File: src/tlist_pkg.sv
package tlist_pkg;

    localparam int DATA_W = 32;

    typedef logic [DATA_W-1:0] data_t;
    typedef logic [2:0]        req_t;
    typedef logic [1:0]        status_t;

    // request codes
    localparam req_t REQ_APPEND = 3'd0;
    localparam req_t REQ_REMOVE = 3'd1;
    localparam req_t REQ_CLEAR  = 3'd2;
    localparam req_t REQ_PALIN  = 3'd3;
    localparam req_t REQ_SEARCH = 3'd4;

    // result status codes
    localparam status_t ST_DONE  = 2'd0;
    localparam status_t ST_EMPTY = 2'd1;
    localparam status_t ST_FULL  = 2'd2;

    localparam int COUNT_OUT_W = 9;

endpackage

File: src/tlist_ctrl.sv
module tlist_ctrl #(
    parameter int CAPACITY = 256,
    parameter int AW       = 8
) (
    input  logic                          clk,
    input  logic                          rst_n,
    input  logic                          in_valid,
    output logic                          in_ready,
    input  tlist_pkg::req_t               req_type,
    input  logic signed [tlist_pkg::DATA_W-1:0] operand_value,
    output logic                          out_valid,
    input  logic                          out_ready,
    output tlist_pkg::status_t            status,
    output logic                          answer,
    output logic [tlist_pkg::COUNT_OUT_W-1:0] entry_count,
    output logic                          wr_en,
    output logic [AW-1:0]                 wr_addr,
    output tlist_pkg::data_t              wr_data,
    output logic                          rd_en,
    output logic [AW-1:0]                 rd_addr_a,
    output logic [AW-1:0]                 rd_addr_b,
    input  tlist_pkg::data_t              rd_data_a,
    input  tlist_pkg::data_t              rd_data_b
);
    import tlist_pkg::*;

    localparam int CW = $clog2(CAPACITY + 1);

    localparam logic [1:0] S_IDLE = 2'd0;
    localparam logic [1:0] S_WALK = 2'd1;
    localparam logic [1:0] S_FIN  = 2'd2;

    logic [1:0]    state_reg, state_next;
    logic [CW-1:0] count_reg, count_next;
    logic [CW-1:0] lo_reg, lo_next;
    logic [CW-1:0] hi_reg, hi_next;
    data_t         key_reg, key_next;
    logic          srch_reg, srch_next;
    logic          pend_reg, pend_next;
    logic          ans_reg, ans_next;
    logic          out_valid_reg, out_valid_next;
    status_t       status_reg, status_next;
    logic          answer_reg, answer_next;

    logic          out_free;
    logic          acc;
    logic          full;
    logic [CW:0]   lo_inc;
    logic [CW-1:0] hi_dec;
    logic          issue;
    logic          hit;
    logic [CW+COUNT_OUT_W-1:0] count_wide;

    assign out_free = !out_valid_reg || out_ready;
    assign in_ready = (state_reg == S_IDLE) && out_free;
    assign acc      = in_valid && in_ready;
    assign full     = (count_reg == CW'(CAPACITY));

    assign lo_inc = {1'b0, lo_reg} + {{CW{1'b0}}, 1'b1};
    assign hi_dec = hi_reg - {{(CW-1){1'b0}}, 1'b1};

    // search walks lo up to hi; palindrome closes lo and hi towards each other
    assign issue = srch_reg ? (lo_reg < hi_reg) : ({1'b0, hi_reg} > lo_inc);
    assign hit   = pend_reg && (srch_reg ? (rd_data_a == key_reg)
                                         : (rd_data_a != rd_data_b));

    assign rd_en     = (state_reg == S_WALK) && issue;
    assign rd_addr_a = lo_reg[AW-1:0];
    assign rd_addr_b = hi_dec[AW-1:0];

    assign wr_en   = acc && (req_type == REQ_APPEND) && !full;
    assign wr_addr = count_reg[AW-1:0];
    assign wr_data = data_t'(operand_value);

    always_comb
    begin
        state_next     = state_reg;
        count_next     = count_reg;
        lo_next        = lo_reg;
        hi_next        = hi_reg;
        key_next       = key_reg;
        srch_next      = srch_reg;
        pend_next      = 1'b0;
        ans_next       = ans_reg;
        out_valid_next = out_valid_reg;
        status_next    = status_reg;
        answer_next    = answer_reg;

        if (out_valid_reg && out_ready)
        begin
            out_valid_next = 1'b0;
        end

        case (state_reg)
            S_IDLE:
            begin
                if (acc)
                begin
                    status_next = ST_DONE;
                    answer_next = 1'b0;
                    case (req_type)
                        REQ_APPEND:
                        begin
                            out_valid_next = 1'b1;
                            if (full)
                            begin
                                status_next = ST_FULL;
                            end
                            else
                            begin
                                count_next = count_reg + {{(CW-1){1'b0}}, 1'b1};
                            end
                        end
                        REQ_REMOVE:
                        begin
                            out_valid_next = 1'b1;
                            if (count_reg == '0)
                            begin
                                status_next = ST_EMPTY;
                            end
                            else
                            begin
                                count_next = count_reg - {{(CW-1){1'b0}}, 1'b1};
                            end
                        end
                        REQ_CLEAR:
                        begin
                            out_valid_next = 1'b1;
                            count_next     = '0;
                        end
                        REQ_PALIN:
                        begin
                            lo_next    = '0;
                            hi_next    = count_reg;
                            srch_next  = 1'b0;
                            state_next = S_WALK;
                        end
                        REQ_SEARCH:
                        begin
                            lo_next    = '0;
                            hi_next    = count_reg;
                            srch_next  = 1'b1;
                            key_next   = data_t'(operand_value);
                            state_next = S_WALK;
                        end
                        default:
                        begin
                            out_valid_next = 1'b1;
                        end
                    endcase
                end
            end
            S_WALK:
            begin
                pend_next = issue;
                if (issue)
                begin
                    lo_next = lo_inc[CW-1:0];
                    if (!srch_reg)
                    begin
                        hi_next = hi_dec;
                    end
                end
                // stop on the first match or mismatch, or once all reads are back
                if (hit || (!issue && !pend_reg))
                begin
                    ans_next   = srch_reg ? hit : !hit;
                    pend_next  = 1'b0;
                    state_next = S_FIN;
                end
            end
            S_FIN:
            begin
                if (out_free)
                begin
                    out_valid_next = 1'b1;
                    status_next    = ST_DONE;
                    answer_next    = ans_reg;
                    state_next     = S_IDLE;
                end
            end
            default:
            begin
                state_next = S_IDLE;
            end
        endcase
    end

    always_ff @(posedge clk or negedge rst_n)
    begin
        if (!rst_n)
        begin
            state_reg     <= S_IDLE;
            count_reg     <= '0;
            pend_reg      <= 1'b0;
            out_valid_reg <= 1'b0;
        end
        else
        begin
            state_reg     <= state_next;
            count_reg     <= count_next;
            pend_reg      <= pend_next;
            out_valid_reg <= out_valid_next;
        end
    end

    always_ff @(posedge clk)
    begin
        lo_reg     <= lo_next;
        hi_reg     <= hi_next;
        key_reg    <= key_next;
        srch_reg   <= srch_next;
        ans_reg    <= ans_next;
        status_reg <= status_next;
        answer_reg <= answer_next;
    end

    assign count_wide  = (CW + COUNT_OUT_W)'(count_reg);
    assign out_valid   = out_valid_reg;
    assign status      = status_reg;
    assign answer      = answer_reg;
    assign entry_count = count_wide[COUNT_OUT_W-1:0];

endmodule

File: config.mk
export PLATFORM = sky130hd
export DESIGN_NAME = tlist_ctrl
export DESIGN_NICKNAME = d
export VERILOG_FILES = /design/src/tlist_pkg.sv /design/src/tlist_ctrl.sv
export SDC_FILE = /design/constraint.sdc
export NUM_CORES = 1
export LEC_CHECK = 0
export BUFFER_PORTS_ARGS = -buffer_cell sky130_fd_sc_hd__buf_2
export CAP_MARGIN = 40
export CORE_MARGIN = 4
export CORE_UTILIZATION = 41
export CTS_CLUSTER_SIZE = 30
export DETAILED_ROUTE_END_ITERATION = 16
export GPL_TIMING_DRIVEN = 0
export PLACE_DENSITY = 0.71
export RECOVER_POWER = 25
export SYNTH_ARGS = -nofsm -noshare
export SYNTH_HDL_FRONTEND = slang
export SYNTH_SLANG_ARGS = --single-unit
File: constraint.sdc
create_clock -name clk -period 2.4 [get_ports clk]
set_input_delay 0.12 -clock clk [delete_from_list [all_inputs] [get_ports clk]]
set_output_delay 0.12 -clock clk [all_outputs]
set_load 0.1 [all_outputs]
# Yosys cells after proc, flatten, opt, wreduce, memory -nomap -nowiden
# Cells that the tools add are included.
# totals
wordCells	101
reg_bits	68
# classes
addsub	4
reduce_logical	31
mux	36
eq_ne	17
magnitude_cmp	2
# op_table
operator	n
$mux W9	9
$pmux W9 S2	2
$eq A32 B32 Y1	1
$ne A32 B32 Y1	1
$pmux W9 S3	1
$sub A9 B1 Y9 const B	2
$ne A2 B2 Y1 const B	7
$mux W1	12
$mux W2	6
$add A9 B1 Y10 const B	1
$gt A9 B10 Y1	1
$reduce_and A5 Y1	2
$add A9 B1 Y9 const B	1
$eq A9 B9 Y1 const B	1
$logic_not A9 Y1	1
$lt A9 B9 Y1	1
$reduce_and A3 Y1	3
$logic_and A1 B1 Y1	8
$pmux W2 S2	2
$reduce_and A4 Y1	2
$eq A3 B2 Y1 const B	2
$pmux W1 S2	3
$pmux W2 S3	1
$reduce_bool A2 Y1	3
other kinds (12)	17

# Depth between registers and ports, before layout
# depth
word_depth	8
depth_mapped	10
mapped_depth_nobuf	10

# Least setup slack after synthesis
# OpenSTA, ideal clock, no wires.
# synth_path
kind	register to register
from	register out_valid_reg (netlist: out_valid)
to	register key_reg[0], enable pin
t_arrival_ns	4.823
t_required_ns	1.979
path_buffers	0
path_stages_with_launch	5
slack_ns	-2.844
synth_period_minus_slack_ns	5.244
setup_time_ns	0.421
path_cell_list	dfrtp_1 > nor2b_1 > nor3_1 > nand2_1 > nor2_1
# synth_between
elab_chain_len	5
# synth_lines
element	line	text
start: declaration	tlist_ctrl.sv:41	logic out_valid_reg, out_valid_next;
start signal: assignment	tlist_ctrl.sv:203	out_valid_reg <= out_valid_next;
$logic_not A1 Y1	tlist_ctrl.sv:54	assign out_free = !out_valid_reg || out_ready;
$logic_or A1 B1 Y1	tlist_ctrl.sv:54	
$logic_and A1 B1 Y1	tlist_ctrl.sv:55	assign in_ready = (state_reg == S_IDLE) && out_free;
named net in_ready	tlist_ctrl.sv:8	output logic in_ready,
$logic_and A1 B1 Y1	tlist_ctrl.sv:56	assign acc = in_valid && in_ready;
$reduce_and A3 Y1 (no source line)	--	
end signal: assignment	tlist_ctrl.sv:211	key_reg <= key_next;
end: declaration	tlist_ctrl.sv:37	data_t key_reg, key_next;
# The timed path passes the listed nets, and every way through them passes these cells.
# A chain may end at the register's enable or synchronous reset.

# Worst setup path after layout
# layout_path
from	register lo_reg[3]
to	output rd_en
# layout_between
elab_chain_len	4
word_cells_on_any_way	5
cone_classes	add/sub (1); order compare (2); mux (1); reduce/logical (1)
# layout_lines
element	line	text
start: declaration	tlist_ctrl.sv:35	logic [CW-1:0] lo_reg, lo_next;
start signal: assignment	tlist_ctrl.sv:209	lo_reg <= lo_next;
$add A9 B1 Y10	tlist_ctrl.sv:59	assign lo_inc = {1'b0, lo_reg} + {{CW{1'b0}}, 1'b1};
$gt A9 B10 Y1	tlist_ctrl.sv:63	assign issue = srch_reg ? (lo_reg < hi_reg) : ({1'b0, hi_reg} > lo_inc);
$mux W1 *	tlist_ctrl.sv:63	
$logic_and A1 B1 Y1 *	tlist_ctrl.sv:67	assign rd_en = (state_reg == S_WALK) && issue;
end: declaration	tlist_ctrl.sv:19	output logic rd_en,
# Every way passes the cells marked *; elsewhere a longest branch is shown, timed or not.

==> results list <==
- The flow ran to the end, but the final reports show violations.
- Failing checks: setup timing
- The routed layout has 4017 vias.
* Slew margin rel.: 0.498
- The first routing iteration left 154 violations.
- Summed over all instances, the cell type with the most area after synthesis is edfxtp_1.
- After layout, the worst setup slack is -603 ps.
* Detail-routed net length per standard cell: roughly 16 um
- Minimum clock period: between 3000 and 4000 ps
- Clock network latency to the later pin of the worst-skew pair: 360 ps
* Library cell used as clock root buffer: clkbuf_8
- Vias in the first global route: around 4.2k
- Max incr delay on CP: approximately 370 ps
- In this run the worst path has a maximum fanout of 2.
* Via-per-instance ratio: 4.88
- For this run, the register share of the synthesized area comes to 0.432.
- The initial utilization of the core area, before any placement, comes to 0.420.
- Chip Width: 114 um
- Mean post-synth cell area: around 10 sq um
* Final RePlAce weighted congestion: 0.887
* Number of antenna violations at the first check in global routing: 0
- After detailed routing, the number of remaining DRC violations is 0.
- The net count of the finished layout is between 800 and 900.
- Number of enable flip-flop cells after synthesis: 55
* Share of final-layout standard cells stronger than drive strength 1: 0.385
* Max-cap violation count: 0
* Static leakage: slightly below 3 nW
- Final count of negative-setup-slack endpoints: 23
- Launch point of the worst path: lo_reg[3]
* First drt pass iteration count: 4
* Utilization after layout: 0.601
* Reg-to-reg critical path endpoint: state_reg[0]
* Hold Worst Slack: 83.6 ps
* Port Buf Inserts: approximately 170
- The clock tree synthesis step divided the H-tree into 3 levels.
* Final slew viol count: 0
- Critical path type: register to output pin
* Unrepaired setup endpoints after global routing: yes
- Across the VDD grid, the largest voltage drop is 1.10 mV.
- At the worst endpoint, the arrival time is 2880 ps.
- The share of synthesized area in the top cell type comes to 0.361.
- In the final layout, flip-flops and latches occupy 1980 sq um.
* Endpoint of the worst setup timing path: rd_en
* RR Startpoint: lo_reg[3]
- Cell depth of the worst flop-to-flop path: 14
* Std-Cell Rows: 38
- In this run the power density over the cells is 838 nW/um^2.
* Sum of internal, switching and leakage power: 5.48 mW
- Yosys mapped the design onto 44 distinct sky130hd cell types.
- Counting flops and latches in the post-synthesis netlist gives 68.
- For this run, the total global-route usage over all layers was measured as 0.204.
- During synthesis, Yosys emitted a total of 0 warnings.
- Total count of hold-check failures in the final report: 0
* Share of the clock period used by the worst path after layout: 1.25
- The register with the most flip-flops in the layout has 32 of them.
* Actual slew at the worst max-slew pin: 753 ps
- Summed over all failing endpoints, the final setup total negative slack is -10840 ps.
- Master of the slowest instance on the critical path: edfxtp_1
- Of all flip-flops after synthesis, the portion carrying an async set or reset was 0.191.
- Summing all multi-input logic gate instances after layout gives 2370 sq um.
- Die footprint: ~13000 sq um
- Top-level port count: approximately 180
- Derived from the worst setup path, the maximum achievable clock frequency is approximately 0.33 GHz.
* Post-synth top cells: 55 x edfxtp_1, 48 x buf_4, 44 x nand2_1, 44 x xor2_1, 42 x xnor2_1
- Remaining global-route overflow: 0
* Max Buffers Root-to-Sink: 2
- TritonCTS built the clock tree.
- CTS saw 68 sinks.
* Top post-synthesis cells by area: edfxtp_1 36%, xor2_1 8.4%, xnor2_1 8.0%, buf_4 7.9%, ha_1 7.4%
* Largest net degree at the start of global routing: 33
- Clock transition at path regs: 80 ps
- Synthesized instance count: roughly 440
* Kind of end point of the critical path: output pin
* Most frequently used cell type in the post-synthesis netlist: edfxtp_1
- The clock arrives with 14.6 ps of skew.
* Most frequently used flop master after synthesis: edfxtp_1
- From bottom edge to top edge, the die measures 114 um.
* Post-Synthesis Net Count: 573
- Path type of the worst min-delay path: input pin to register
- Diode count: 0
* Residual antenna-violating net count after detailed routing: 0
- TritonCTS buffer count: 9
- STA puts the critical path data required time at 2280 ps.
* Worst-case register-to-register setup slack: -560 ps
- The mapped netlist covers roughly 4600 sq um.
* Critical path launch point type: register
- DPL Wire Length: 10.0 mm
- Total of fill cells in the finished design: around 950
- Wire length of the first global-routing pass: 20.7 mm
- The floorplan step defined a core boundary enclosing 10900 sq um.
* Cell Chain, Critical Path: and4_4 > nand4_1 > xor2_2 > ha_4 > a211o_1 > a211oi_2 > a31oi_2 > a22oi_2 > nand2b_4 > inv_2 > buf_12
* Total detailed-routing wirelength: 13.3 mm
* Area added between synthesis and finish: 42.9%
## placed cells by master, fill, tap and decap left out, types with 9 or more instances in the layout
master           n
a21oi_1         11
buf_2          141
buf_4           63
clkbuf_1        36
clkbuf_8         9
dfrtp_1          9
dlygate4sd3_1   33
edfxtp_1        55
ha_1            24
inv_1           20
nand2_1         43
nand4_1         13
nor2_1          22
nor4_1          14
o21ai_0         10
xnor2_1         37
xor2_1          41
## cells by family after synthesis
group | after synthesis | share of synthesized area
xor+xnor | 86 | 0.165
fa+ha+maj | 28 | 0.0782
mux | 2 | 0.00437
buf+inv | 76 | 0.102
flops | 68 | 0.432
simple gates | 128 | 0.138
compound gates | 54 | 0.0812
## final cells by class
type | count | share of cell area
multi-input cells | 299 | 0.362
flip-flops and latches | 68 | 0.303
repair buffers | 224 | 0.205
plain buffers | 54 | 0.0587
well taps | 140 | 0.0268
clock buffers | 9 | 0.0189
inverters | 22 | 0.0132
clock inverters | 7 | 0.0117
## critical path, delay by kind of cell (launching register included)
kind                       cells  cell delay [ps]
AOI/OAI and AO/OA              4              830
and+or+nand+nor                3              570
DFF                            1              370
xor gates and xnor gates       1              290
adders and majority gates      1              250
buffers and inverters          2              200
## what timing repair did
item | in CTS | in global routing
pin swaps | 7 | 6
gates cloned | 1 | 0
hold buffers | 33 | 0
hold endpoints to repair | 45 | 0
setup buffers | 11 | 6
endpoints found under the setup margin | 24 | 25
resized for setup | 10 | 8
## through the flow
step                cell area, sq um  instances  worst slack, ps
floorplan                       4740        442             -404
global placement                5780        755             -541
detailed placement              5780        755             -599
CTS                             6450        816             -552
global route                    6540        823             -714
finish                          6540        823             -603
## per-layer routing
layer,vias to the layer above,global-route usage,share of wire
li1,1981,-,-
met1,1889,0.258,0.41
met2,118,0.348,0.52
met3,29,0.0377,0.045
met4,0,0.0769,0.029
met5,-,0,0
## how the worst min path moves through the flow
stage / start / end / slack (ps) / cells after the start
floorplan: rst_n / entry_count[0] / -180 / 0
global placement: rst_n / entry_count[5] / 30 / 1
detailed placement: rst_n / entry_count[5] / 30 / 1
CTS: out_ready / state_reg[1] / 70 / 4
global route: out_ready / state_reg[1] / 80 / 4
finish: out_ready / state_reg[1] / 80 / 4
## where the power goes
group	switching, mW	total [mW]	internal (mW)
registers	0.186	1.62	1.44
clock network	0.482	0.966	0.484
logic	2.14	2.90	0.755
total	2.81	5.48	2.68
Note: power is estimated with default switching activity, not from simulation.
